## src/rtl/mh_pkg.sv

```systemverilog
// Package for the magnetometer heading block: widths, register indexes,
// controller states, command word and the CORDIC arctangent table.
// No dependencies; compile first.
package mh_pkg;

    localparam int CORDIC_STEPS  = 16;
    localparam int ANG_TABLE_LEN = 24;
    localparam int STEPS_EFF     = (CORDIC_STEPS < ANG_TABLE_LEN) ? CORDIC_STEPS
                                                                   : ANG_TABLE_LEN;
    localparam int STEP_W        = $clog2(ANG_TABLE_LEN);

    localparam int SAMPLE_W  = 16;
    localparam int DIFF_W    = SAMPLE_W + 1;
    localparam int PROD_W    = 2 * DIFF_W;
    localparam int VEC_W     = PROD_W + 2;
    localparam int ANG_W     = 26;
    localparam int ATAN_W    = 22;
    localparam int HEAD_W    = 15;
    localparam int HSUM_W    = 17;
    localparam int CFG_IDX_W = 3;
    localparam int CFG_W     = 16;

    typedef logic [CFG_IDX_W-1:0] cfg_index_t;

    localparam cfg_index_t REG_OFFSET_X    = 3'd0;
    localparam cfg_index_t REG_OFFSET_Y    = 3'd1;
    localparam cfg_index_t REG_SCALE_X     = 3'd2;
    localparam cfg_index_t REG_SCALE_Y     = 3'd3;
    localparam cfg_index_t REG_DECLINATION = 3'd4;

    localparam logic [STEP_W-1:0] LAST_STEP = STEP_W'(STEPS_EFF - 1);

    // Angles in 2^-16 degree; headings in 1/64 degree
    localparam logic signed [ANG_W-1:0]  ANG_PLUS_90  = ANG_W'(90 * 65536);
    localparam logic signed [ANG_W-1:0]  ANG_MINUS_90 = -ANG_W'(90 * 65536);
    localparam logic signed [ANG_W-1:0]  ANG_ROUND    = ANG_W'(512);
    localparam logic signed [HSUM_W-1:0] FULL_TURN    = HSUM_W'(23040);
    localparam logic signed [HEAD_W-1:0] DEC_MAX      = HEAD_W'(11520);
    localparam logic signed [HEAD_W-1:0] DEC_MIN      = -HEAD_W'(11520);

    typedef enum logic [2:0] {
        ST_IDLE,
        ST_MUL,
        ST_PRE,
        ST_ITER,
        ST_FIN
    } mh_state_t;

    typedef struct packed {
        logic              accept;
        logic              fail;
        logic              mul;
        logic              pre;
        logic              iter;
        logic [STEP_W-1:0] step;
        logic              fin;
    } mh_cmd_t;

    // round(atan(2^-i) * 2^16) in degrees
    function automatic logic [ATAN_W-1:0] atan_step(input logic [STEP_W-1:0] i);
        logic [ATAN_W-1:0] a;
        case (i)
            5'd0:    a = 22'd2949120;
            5'd1:    a = 22'd1740967;
            5'd2:    a = 22'd919879;
            5'd3:    a = 22'd466945;
            5'd4:    a = 22'd234379;
            5'd5:    a = 22'd117304;
            5'd6:    a = 22'd58666;
            5'd7:    a = 22'd29335;
            5'd8:    a = 22'd14668;
            5'd9:    a = 22'd7334;
            5'd10:   a = 22'd3667;
            5'd11:   a = 22'd1833;
            5'd12:   a = 22'd917;
            5'd13:   a = 22'd458;
            5'd14:   a = 22'd229;
            5'd15:   a = 22'd115;
            5'd16:   a = 22'd57;
            5'd17:   a = 22'd29;
            5'd18:   a = 22'd14;
            5'd19:   a = 22'd7;
            5'd20:   a = 22'd4;
            5'd21:   a = 22'd2;
            5'd22:   a = 22'd1;
            default: a = 22'd0;
        endcase
        return a;
    endfunction

endpackage

```

## src/rtl/mh_if.sv

```systemverilog
// Handshake interfaces for the magnetometer heading block: sample words in,
// heading words out. Depends on mh_pkg.
interface mh_in_if;
    import mh_pkg::*;

    logic                       valid;
    logic                       ready;
    logic signed [SAMPLE_W-1:0] mag_x;
    logic signed [SAMPLE_W-1:0] mag_y;
    logic                       read_ok;

    modport source (output valid, output mag_x, output mag_y, output read_ok,
                    input ready);
    modport sink   (input valid, input mag_x, input mag_y, input read_ok,
                    output ready);
endinterface

interface mh_out_if;
    import mh_pkg::*;

    logic              valid;
    logic              ready;
    logic [HEAD_W-1:0] heading;
    logic              fresh;

    modport source (output valid, output heading, output fresh, input ready);
    modport sink   (input valid, input heading, input fresh, output ready);
endinterface

```

## src/rtl/mh_ctrl.sv

```systemverilog
// Controller for the magnetometer heading block: sequences scaling,
// CORDIC steps and result load; owns the output valid flag.
// Depends on mh_pkg.
module mh_ctrl (
    input  logic            clk,
    input  logic            rst_n,
    input  logic            in_valid,
    input  logic            read_ok,
    output logic            in_ready,
    input  logic            out_ready,
    output logic            out_valid,
    output mh_pkg::mh_cmd_t cmd
);
    import mh_pkg::*;

    mh_state_t         state_reg, state_next;
    logic [STEP_W-1:0] step_reg, step_next;
    logic              out_valid_reg, out_valid_next;

    always_ff @(posedge clk or negedge rst_n)
    begin
        if (!rst_n)
        begin
            state_reg     <= ST_IDLE;
            step_reg      <= '0;
            out_valid_reg <= 1'b0;
        end
        else
        begin
            state_reg     <= state_next;
            step_reg      <= step_next;
            out_valid_reg <= out_valid_next;
        end
    end

    always_comb
    begin
        state_next = state_reg;
        step_next  = step_reg;
        in_ready   = 1'b0;
        cmd        = '0;
        cmd.step   = step_reg;
        unique case (state_reg)
            ST_IDLE:
            begin
                in_ready = 1'b1;
                if (in_valid)
                begin
                    cmd.accept = 1'b1;
                    cmd.fail   = !read_ok;
                    state_next = read_ok ? ST_MUL : ST_FIN;
                end
            end
            ST_MUL:
            begin
                cmd.mul    = 1'b1;
                state_next = ST_PRE;
            end
            ST_PRE:
            begin
                cmd.pre    = 1'b1;
                step_next  = '0;
                state_next = ST_ITER;
            end
            ST_ITER:
            begin
                cmd.iter = 1'b1;
                if (step_reg == LAST_STEP)
                    state_next = ST_FIN;
                else
                    step_next = step_reg + 1'b1;
            end
            ST_FIN:
            begin
                // hold until the output slot is free
                if (!out_valid_reg || out_ready)
                begin
                    cmd.fin    = 1'b1;
                    state_next = ST_IDLE;
                end
            end
            default:
                state_next = ST_IDLE;
        endcase
    end

    always_comb
    begin
        out_valid_next = out_valid_reg;
        if (cmd.fin)
            out_valid_next = 1'b1;
        else if (out_valid_reg && out_ready)
            out_valid_next = 1'b0;
    end

    assign out_valid = out_valid_reg;

    a_no_overwrite: assert property (@(posedge clk) disable iff (!rst_n)
        cmd.fin |-> (!out_valid_reg || out_ready))
        else $error("result loaded over an untaken word");

    a_step_bound: assert property (@(posedge clk) disable iff (!rst_n)
        (state_reg == ST_ITER) |-> (step_reg <= LAST_STEP))
        else $error("CORDIC step index out of range");

    a_last_step: assert property (@(posedge clk) disable iff (!rst_n)
        (state_reg == ST_ITER && step_reg == LAST_STEP) |=> (state_reg == ST_FIN))
        else $error("iteration did not end after the last step");

    a_busy_after_accept: assert property (@(posedge clk) disable iff (!rst_n)
        cmd.accept |=> (state_reg != ST_IDLE && !in_ready))
        else $error("ready again right after accepting a word");

endmodule

```

## src/rtl/mh_datapath.sv

```systemverilog
// Datapath for the magnetometer heading block: config registers, scaling
// multiply, shared CORDIC step, heading wrap and result registers.
// Depends on mh_pkg.
module mh_datapath (
    input  logic                               clk,
    input  logic                               rst_n,
    input  logic                               cfg_we,
    input  mh_pkg::cfg_index_t                 cfg_index,
    input  logic [mh_pkg::CFG_W-1:0]           cfg_wdata,
    input  mh_pkg::mh_cmd_t                    cmd,
    input  logic signed [mh_pkg::SAMPLE_W-1:0] mag_x,
    input  logic signed [mh_pkg::SAMPLE_W-1:0] mag_y,
    output logic [mh_pkg::HEAD_W-1:0]          heading,
    output logic                               fresh
);
    import mh_pkg::*;

    logic signed [SAMPLE_W-1:0] offset_x_reg, offset_y_reg;
    logic        [SAMPLE_W-1:0] scale_x_reg, scale_y_reg;
    logic signed [HEAD_W-1:0]   declination_reg;
    logic [HEAD_W-1:0]          last_heading_reg;
    logic                       has_heading_reg;

    logic signed [DIFF_W-1:0] dx_reg, dy_reg;
    logic signed [VEC_W-1:0]  x_reg, y_reg;
    logic signed [ANG_W-1:0]  z_reg;
    logic                     zero_reg;
    logic                     held_reg;
    logic [HEAD_W-1:0]        heading_reg;
    logic                     fresh_reg;

    logic signed [PROD_W-1:0]  prod_x, prod_y;
    logic signed [VEC_W-1:0]   sh_x, sh_y;
    logic signed [ANG_W-1:0]   atan_ang;
    logic signed [ANG_W-1:0]   ang, ang_rnd;
    logic signed [HEAD_W-1:0]  dec_sat;
    logic signed [HSUM_W-1:0]  h_sum, h_wrap;

    // configuration registers
    always_ff @(posedge clk or negedge rst_n)
    begin
        if (!rst_n)
        begin
            offset_x_reg    <= '0;
            offset_y_reg    <= '0;
            scale_x_reg     <= SAMPLE_W'(4096);
            scale_y_reg     <= SAMPLE_W'(4096);
            declination_reg <= '0;
        end
        else if (cfg_we)
        begin
            case (cfg_index)
                REG_OFFSET_X:    offset_x_reg    <= cfg_wdata;
                REG_OFFSET_Y:    offset_y_reg    <= cfg_wdata;
                REG_SCALE_X:     scale_x_reg     <= cfg_wdata;
                REG_SCALE_Y:     scale_y_reg     <= cfg_wdata;
                REG_DECLINATION: declination_reg <= cfg_wdata[HEAD_W-1:0];
                default:         ;
            endcase
        end
    end

    assign prod_x   = dx_reg * $signed({1'b0, scale_x_reg});
    assign prod_y   = dy_reg * $signed({1'b0, scale_y_reg});
    assign sh_x     = x_reg >>> cmd.step;
    assign sh_y     = y_reg >>> cmd.step;
    assign atan_ang = $signed({{(ANG_W-ATAN_W){1'b0}}, atan_step(cmd.step)});

    // heading from the final angle
    always_comb
    begin
        ang     = zero_reg ? '0 : z_reg;
        ang_rnd = ang + ANG_ROUND;
        if (declination_reg > DEC_MAX)
            dec_sat = DEC_MAX;
        else if (declination_reg < DEC_MIN)
            dec_sat = DEC_MIN;
        else
            dec_sat = declination_reg;
        h_sum = $signed({ang_rnd[ANG_W-1], ang_rnd[ANG_W-1:10]})
              + $signed({{(HSUM_W-HEAD_W){dec_sat[HEAD_W-1]}}, dec_sat});
        h_wrap = h_sum;
        if (h_sum < 0)
            h_wrap = h_sum + FULL_TURN;
        else if (h_sum >= FULL_TURN)
            h_wrap = h_sum - FULL_TURN;
    end

    always_ff @(posedge clk)
    begin
        if (cmd.accept)
        begin
            dx_reg   <= $signed({mag_x[SAMPLE_W-1], mag_x})
                      - $signed({offset_x_reg[SAMPLE_W-1], offset_x_reg});
            dy_reg   <= $signed({mag_y[SAMPLE_W-1], mag_y})
                      - $signed({offset_y_reg[SAMPLE_W-1], offset_y_reg});
            held_reg <= cmd.fail;
        end
        if (cmd.mul)
        begin
            x_reg <= VEC_W'(prod_x);
            y_reg <= VEC_W'(prod_y);
        end
        if (cmd.pre)
        begin
            zero_reg <= (x_reg == '0) && (y_reg == '0);
            // rotate left-half-plane vectors by a quarter turn
            if (x_reg < 0)
            begin
                if (y_reg >= 0)
                begin
                    x_reg <= y_reg;
                    y_reg <= -x_reg;
                    z_reg <= ANG_PLUS_90;
                end
                else
                begin
                    x_reg <= -y_reg;
                    y_reg <= x_reg;
                    z_reg <= ANG_MINUS_90;
                end
            end
            else
                z_reg <= '0;
        end
        if (cmd.iter)
        begin
            if (y_reg >= 0)
            begin
                x_reg <= x_reg + sh_y;
                y_reg <= y_reg - sh_x;
                z_reg <= z_reg + atan_ang;
            end
            else
            begin
                x_reg <= x_reg - sh_y;
                y_reg <= y_reg + sh_x;
                z_reg <= z_reg - atan_ang;
            end
        end
        if (cmd.fin)
        begin
            if (held_reg)
            begin
                heading_reg <= has_heading_reg ? last_heading_reg : '0;
                fresh_reg   <= 1'b0;
            end
            else
            begin
                heading_reg <= h_wrap[HEAD_W-1:0];
                fresh_reg   <= 1'b1;
            end
        end
    end

    always_ff @(posedge clk or negedge rst_n)
    begin
        if (!rst_n)
        begin
            last_heading_reg <= '0;
            has_heading_reg  <= 1'b0;
        end
        else if (cmd.fin && !held_reg)
        begin
            last_heading_reg <= h_wrap[HEAD_W-1:0];
            has_heading_reg  <= 1'b1;
        end
    end

    assign heading = heading_reg;
    assign fresh   = fresh_reg;

endmodule

```

## src/rtl/magnetometer_heading.sv

```systemverilog
// Top level of the magnetometer compass heading block: joins controller
// and datapath. Depends on mh_pkg, mh_if, mh_ctrl and mh_datapath.
//
//   channel      dir  handshake      payload
//   sample_in    in   valid/ready    mag_x[16] s, mag_y[16] s, read_ok
//   heading_out  out  valid/ready    heading[15] (1/64 deg), fresh
//   cfg          in   cfg_we         cfg_index[3], cfg_wdata[16]
//
// A good sample runs through these steps from its accept to the earliest next accept:
// accept, a multiply step, a quarter-turn pre-rotation step,
// CORDIC_STEPS (16) passes through the single shared CORDIC step, and a
// wrap/load step. A failed read skips straight to the load step.
// The result sits in an output register; the next sample is accepted while
// it waits, and only the load cycle stalls if the old word is still untaken.
// Reset clears config to defaults and forgets the last heading.
module magnetometer_heading (
    input  logic                       clk,
    input  logic                       rst_n,
    input  logic                       cfg_we,
    input  mh_pkg::cfg_index_t         cfg_index,
    input  logic [mh_pkg::CFG_W-1:0]   cfg_wdata,
    mh_in_if.sink                      sample_in,
    mh_out_if.source                   heading_out
);
    import mh_pkg::*;

    mh_cmd_t cmd;

    // sequence one word at a time
    mh_ctrl u_ctrl (
        .clk       (clk),
        .rst_n     (rst_n),
        .in_valid  (sample_in.valid),
        .read_ok   (sample_in.read_ok),
        .in_ready  (sample_in.ready),
        .out_ready (heading_out.ready),
        .out_valid (heading_out.valid),
        .cmd       (cmd)
    );

    // scale, rotate, accumulate angle, wrap
    mh_datapath u_datapath (
        .clk       (clk),
        .rst_n     (rst_n),
        .cfg_we    (cfg_we),
        .cfg_index (cfg_index),
        .cfg_wdata (cfg_wdata),
        .cmd       (cmd),
        .mag_x     (sample_in.mag_x),
        .mag_y     (sample_in.mag_y),
        .heading   (heading_out.heading),
        .fresh     (heading_out.fresh)
    );

endmodule
```

## src/flat_wrapper.sv

```systemverilog
// flat-port wrapper written by rule: the top's interface ports become plain ports
module magnetometer_heading_flat import mh_pkg::*;
  (clk, rst_n, cfg_we, cfg_index, cfg_wdata, sample_in_valid, sample_in_mag_x, sample_in_mag_y, sample_in_read_ok, sample_in_ready, heading_out_valid, heading_out_heading, heading_out_fresh, heading_out_ready);
  mh_in_if sample_in_i ();
  mh_out_if heading_out_i ();
  input  logic clk;
  input  logic rst_n;
  input  logic cfg_we;
  input  mh_pkg::cfg_index_t cfg_index;
  input  logic [mh_pkg::CFG_W-1:0] cfg_wdata;
  input wire logic [$bits(sample_in_i.valid)-1:0] sample_in_valid;
  input wire logic [$bits(sample_in_i.mag_x)-1:0] sample_in_mag_x;
  input wire logic [$bits(sample_in_i.mag_y)-1:0] sample_in_mag_y;
  input wire logic [$bits(sample_in_i.read_ok)-1:0] sample_in_read_ok;
  output wire logic [$bits(sample_in_i.ready)-1:0] sample_in_ready;
  output wire logic [$bits(heading_out_i.valid)-1:0] heading_out_valid;
  output wire logic [$bits(heading_out_i.heading)-1:0] heading_out_heading;
  output wire logic [$bits(heading_out_i.fresh)-1:0] heading_out_fresh;
  input wire logic [$bits(heading_out_i.ready)-1:0] heading_out_ready;
  assign sample_in_i.valid = sample_in_valid;
  assign sample_in_i.mag_x = sample_in_mag_x;
  assign sample_in_i.mag_y = sample_in_mag_y;
  assign sample_in_i.read_ok = sample_in_read_ok;
  assign sample_in_ready = sample_in_i.ready;
  assign heading_out_valid = heading_out_i.valid;
  assign heading_out_heading = heading_out_i.heading;
  assign heading_out_fresh = heading_out_i.fresh;
  assign heading_out_i.ready = heading_out_ready;
  magnetometer_heading u_core (.clk(clk), .rst_n(rst_n), .cfg_we(cfg_we), .cfg_index(cfg_index), .cfg_wdata(cfg_wdata), .sample_in(sample_in_i), .heading_out(heading_out_i));
endmodule
```

## config.mk

```make
export PLATFORM = sky130hd
export DESIGN_NAME = magnetometer_heading_flat
export DESIGN_NICKNAME = d
export VERILOG_FILES = /design/src/rtl/mh_pkg.sv /design/src/rtl/mh_if.sv /design/src/rtl/mh_ctrl.sv /design/src/rtl/mh_datapath.sv /design/src/rtl/magnetometer_heading.sv /design/src/flat_wrapper.sv
export SDC_FILE = /design/constraint.sdc
export NUM_CORES = 2
export LEC_CHECK = 0
export ABC_AREA = 1
export BUFFER_PORTS_ARGS = -buffer_cell sky130_fd_sc_hd__buf_2
export CAP_MARGIN = 30
export CORE_MARGIN = 2
export CORE_UTILIZATION = 40
export DETAILED_ROUTE_END_ITERATION = 10
export PLACE_DENSITY_LB_ADDON = 0.2
export SLEW_MARGIN = 20
export SYNTH_ARGS = -nofsm -noshare
export SYNTH_HDL_FRONTEND = slang
export SYNTH_SLANG_ARGS = --single-unit
```

## constraint.sdc

```tcl
create_clock -name clk -period 5.97 [get_ports clk]
set_input_delay 0.8955 -clock clk [delete_from_list [all_inputs] [get_ports clk]]
set_output_delay 0.8955 -clock clk [all_outputs]
set_load 0.02 [all_outputs]
```

---- Word level (Yosys, flattened, before mapping) ----
Memories as Yosys holds them, arrays and structs flattened.
Cells that the tools add are included.
operators by class
  add/sub/neg operators ................... 15
  $mul .................................... 2
  $lt $le $gt $ge ......................... 6
  equal/unequal tests ..................... 13
  shift operators ......................... 2
  mux-type cells .......................... 42
  reduce and logical (&&, ||, !) cells .... 22
operators with widths
  kind                    number
  $mux 36                 12
  $mux 26                 6
  $mux 15                 6
  $add 36x36->36          2
  $logic_not 36->1        2
  $neg 36->36             2
  $sshr 36x5->36          2
  $sub 36x36->36          2
  $mul 17x17->34          2
  $ge 36x1->1 const B     1
  $lt 36x1->1 const B     1
  $sub 16x16->17          2
  $add 26x11->26 const B  1
  $add 26x23->26          1
  $sub 26x23->26          1
  $add 16x15->17          1
  $ge 17x16->1 const B    1
  $lt 17x1->1 const B     1
  $add 15x15->15 const B  1
  $gt 15x15->1 const B    1
  $lt 15x15->1 const B    1
  $pmux 3 s5              1
  $sub 15x15->15 const B  1
  $reduce_and 2->1        7
  other kinds (17)        44
storage, ports and cells
  register bits after elaboration ......... 254
  memory bits (read-only) ................. 704
  bits of input ports ..................... 57
  output and inout port bits .............. 18
  word-level logic and storage cells ...... 122
  memories ................................ 1
memory list
  memory            words  bits a word  rd ports  clocked after memory_dff  wr ports  RTL line      text
  (name not given)  32     22           1         0                         0         mh_pkg.sv:62  case (i)

---- Logic depth before layout (Yosys ltp) ----
  depth in word-level cells ............... 8
  depth in mapped cells ................... 37
  mapped depth without buffers ............ 35

---- Hierarchy ----
From an unflattened synthesis, not the netlist that was laid out.
unflattened totals
  cells, all modules ...................... 7277
  area total of the unflattened synthesis .. 49108.3 sq um
by module, submodules not included
  module       instances  cells each  area an instance (sq um)  sequential area each (sq um)
  mh_datapath  1          7208        48561.6                   6163.4
  mh_ctrl      1          69          546.8                     225.2

---- Worst setup path after synthesis ----
OpenSTA, ideal clock, no wires.
  kind .................................... reg2reg
  from .................................... register u_core.u_datapath.scale_y_reg[12]
  to ...................................... register u_core.u_datapath.y_reg[29]
  library setup time ...................... 112 ps
  data arrival time ....................... 5945 ps
  required time ........................... 5858 ps
  setup slack ............................. -87 ps
  cell stages (with the launch flop) ...... 27
  path buffers ............................ 2
  clock period less this slack ............ 6057 ps
  path through ............................ dfstp_2 clkbuf_1 clkbuf_1 nand2_1 fa_1 inv_1 fa_1 fa_1 fa_1 fa_1 inv_1 fa_1 inv_1 ha_1 nand2_1 nor4_1 nand4_1 nand3_1 nand2_1 nand2_1 nand2_1 nand2_1 a21oi_1 o21ai_0 nand3_1 nand2_1 nand2_1
on the way
  word-level cells in the longest chain between the ends .. 5
ends and longest elaborated chain
  what                    RTL line            text
  start, declared         mh_datapath.sv:19   logic [SAMPLE_W-1:0] scale_x_reg, scale_y_reg;
  start signal, assigned  mh_datapath.sv:56   REG_SCALE_Y: scale_y_reg <= cfg_wdata;
  $mul 17x17->34 *        mh_datapath.sv:64   assign prod_y = dy_reg * $signed({1'b0, scale_y_reg});
  $mux 36 *               mh_datapath.sv:99   if (cmd.mul)
  $mux 36                 mh_datapath.sv:108  if (x_reg < 0)
  $mux 36 *               mh_datapath.sv:104  if (cmd.pre)
  $mux 36 *               mh_datapath.sv:126  if (cmd.iter)
  end signal, assigned    mh_datapath.sv:102  y_reg <= VEC_W'(prod_y);
  end signal, assigned    mh_datapath.sv:113  y_reg <= -x_reg;
  end signal, assigned    mh_datapath.sv:131  y_reg <= y_reg - sh_x;
  end, declared           mh_datapath.sv:25   logic signed [VEC_W-1:0] x_reg, y_reg;
Mark *: on every way between the ends. The rest lies on a longest branch, timed or not.
A chain may end at the register's enable or synchronous reset.

---- Final worst setup path ----
  from .................................... register u_core.u_datapath.dx_reg[14]
  to ...................................... register u_core.u_datapath.x_reg[29]
on the way
  word-level cells in the longest chain between the ends .. 5
ends and longest elaborated chain
  what                    RTL line            text
  start, declared         mh_datapath.sv:24   logic signed [DIFF_W-1:0] dx_reg, dy_reg;
  start signal, assigned  mh_datapath.sv:93   dx_reg <= $signed({mag_x[SAMPLE_W-1], mag_x})
  $mul 17x17->34 *        mh_datapath.sv:63   assign prod_x = dx_reg * $signed({1'b0, scale_x_reg});
  $mux 36 *               mh_datapath.sv:99
  $mux 36                 mh_datapath.sv:108
  $mux 36 *               mh_datapath.sv:104
  $mux 36 *               mh_datapath.sv:126
  end signal, assigned    mh_datapath.sv:101  x_reg <= VEC_W'(prod_x);
  end signal, assigned    mh_datapath.sv:112  x_reg <= y_reg;
  end signal, assigned    mh_datapath.sv:130  x_reg <= x_reg + sh_y;
  end, declared           mh_datapath.sv:25
Marked as above.

==> results.json <==
{
  "status": "finished, violations left",
  "violations": "negative setup slack",
  "antenna_found_initial": 4,
  "ant_nets": 0,
  "clk_pin_slew_ps": 70,
  "gr-total-overflow": 0,
  "crit_cells": 29,
  "hpwl_um": 141700,
  "vias": 49150,
  "io_pins": 75,
  "synth.area.top_cells": "fa_1 (23%), nand2_1 (14%), inv_1 (11%)",
  "die_area_mm2": 0.1256,
  "num_rows": 128,
  "cts_root_buffer": "clkbuf_16",
  "gp_congestion": 0.9966,
  "cp-start-kind": "flop",
  "hold_viol_final": 0,
  "wl_per_cell_um": 18.99,
  "cts_buffer_depth": 3,
  "synthCells": 7247,
  "worstSetupPathType": "flop to flop",
  "crit_required_ps": 6430,
  "viasPerCell": 5.304,
  "synth_area_per_cell_um2": 6.780,
  "grt_pass1_vias": 48580,
  "cts_buffers": 36,
  "synth-main-ff-cell": "dfrtp_1",
  "hold_buffers": 0,
  "maxCapViolCount": 0,
  "synth_fp_nets": 8202,
  "dr.pass1.iters": 6,
  "fillers": 12270,
  "rsz0062_at_grt": "yes",
  "layout-drive-gt1-share_pct": 16.30,
  "grt_pass1_wl_um": 273700,
  "hold_path_class": "input port to asynchronous set/reset pin",
  "worst_slack_ps": -41.58,
  "slowest_stage": "fa_1",
  "final_nets": 8566,
  "slew_headroom_pct": 36.55,
  "wirelength_um": 176000,
  "reg2reg_depth": 29,
  "crit_family": "adder cells",
  "yosysMostFrequentCell": "nand2_1",
  "fp.dieH_um": 354.5,
  "critPathMaxStageDelay_ps": 540,
  "clock_skew_ps": 18.05,
  "fin_crit_sh_pct": 100.7,
  "slew_violations": 0,
  "final_util_pct": 48.00,
  "track_usage_pct": 27.64,
  "yosysWarnings": 0,
  "numPortBuffers": 74,
  "core-area_mm2": 0.1219,
  "drt_iter0_drc": 4428,
  "initial_core_util_pct": 40.31,
  "clk_latency_ps": 590,
  "synth_top_area_share_pct": 22.98,
  "synthDistinctLibCells": 65,
  "setup_viol": 5,
  "die_w_um": 354.5,
  "worst_pin_slew_ps": 950.5,
  "period_minus_slack_ps": 6012,
  "endpoint_kind": "flop",
  "fmax_ghz": 0.1663,
  "yosysSeqAreaShare_pct": 13.00,
  "cp.buffers_inverters": 8,
  "yosysTopAreaCell": "fa_1",
  "cts.sinks": 254,
  "htreeDepth": 2,
  "path_max_fanout": 5,
  "synthArstFlopShare_pct": 40.94,
  "synth_commonest_cells": "nand2_1 (1889), inv_1 (1385), fa_1 (564)",
  "grt_max_degree": 82,
  "synth_area_mm2": 0.04913,
  "cts_tree": "yes",
  "ys_ff_latch": 254,
  "area_delta_synth_final_pct": 19.06,
  "crit_arrival_ps": 6470,
  "drc": 0,
  "synth-edff-count": 78
}
-- stage by stage --
step	setup TNS, ps	cells	instance area (µm²)	worst slack, ps	hold slack (ps)
2_1_floorplan	-0.1585	7247	49130	-0.1585	440.0
3_3_place_gp	-4720	9095	53970	-340.9	452.3
3_5_place_dp	-5120	9096	53980	-310.3	460.4
4_1_cts	-353.0	9199	56430	-75.54	390.1
5_1_grt	-4965	9264	58490	-317.5	416.6
6_report	-81.26	9268	58500	-41.58	387.8
-- metal layers --
| metal | track usage, % | wire, µm |
|---|---|---|
| met1 | 36.93 | 75410 |
| met2 | 45.34 | 80210 |
| met3 | 4.123 | 12370 |
| met4 | 10.09 | 7995 |
| met5 | 0 | 0 |
-- layout make-up --
type	count	area, µm²	area share, %
Clock inverter	23	290.3	0.4962
Inverter	1404	5284	9.033
Timing Repair Buffer	645	5373	9.184
Sequential cell	254	6417	10.97
Antenna cell	4	10.01	0.01711
Clock buffer	43	989.7	1.692
Tap cell	1625	2033	3.476
Multi-Input combinational cell	5270	38100	65.13
-- logic make-up (layout without fill, tap and decap cells) --
kind of cell / count (synthesis) / in the layout / synth area share [%]
AO/OA/AOI/OAI: 1084 / 1084 / 12.13
XOR/XNOR: 177 / 177 / 3.155
adder cells (fa/ha/maj): 898 / 898 / 31.49
buffers and inverters: 1723 / 2115 / 13.53
flip-flops: 254 / 254 / 13.00
other: 0 / 4 / 0
AND/OR/NAND/NOR: 3111 / 3111 / 26.70
-- what timing repair did --
item | CTS | global route
setup endpoints to repair | 37 | 48
gates cloned | 0 | 1
setup buffers | 38 | 65
pin swaps | 124 | 254
resized for setup | 217 | 420
-- cell usage in the layout, fill, tap and decap left out, drive strengths merged, types with 36 or more instances in the layout --
master	netlist	layout
nand2	1911	1911
xor2	109	109
nor3	75	75
a31oi	36	36
dfxtp	72	72
ha	334	334
o21ai	493	493
clkbuf	230	45
fa	564	564
nand4	69	69
dfrtp	102	102
inv	1400	1404
nand3	577	577
xnor2	68	68
nor2	416	416
edfxtp	78	78
buf	89	643
a21oi	381	381
o211ai	58	58
-- path summary, 6_finish.rpt --
path | slack, ps | from | endpoint
max reg2reg | -40 | u_core.u_datapath.dx_reg[14]$_DFFE_PP_ | u_core.u_datapath.x_reg[29]$_DFF_P_
max in group asynchronous | 4430 | rst_n | u_core.u_datapath.scale_y_reg[13]$_DFFE_PN0P_
min reg2reg | 480 | u_core.u_datapath.has_heading_reg$_DFFE_PN0P_ | u_core.u_datapath.has_heading_reg$_DFFE_PN0P_
min in group clk | 480 | u_core.u_datapath.has_heading_reg$_DFFE_PN0P_ | u_core.u_datapath.has_heading_reg$_DFFE_PN0P_
max | -40 | u_core.u_datapath.dx_reg[14]$_DFFE_PP_ | u_core.u_datapath.x_reg[29]$_DFF_P_
min | 390 | rst_n | u_core.u_datapath.has_heading_reg$_DFFE_PN0P_
Power is not shown: default switching activity piles up to over one toggle a cycle in this logic, so the estimate is an artifact.
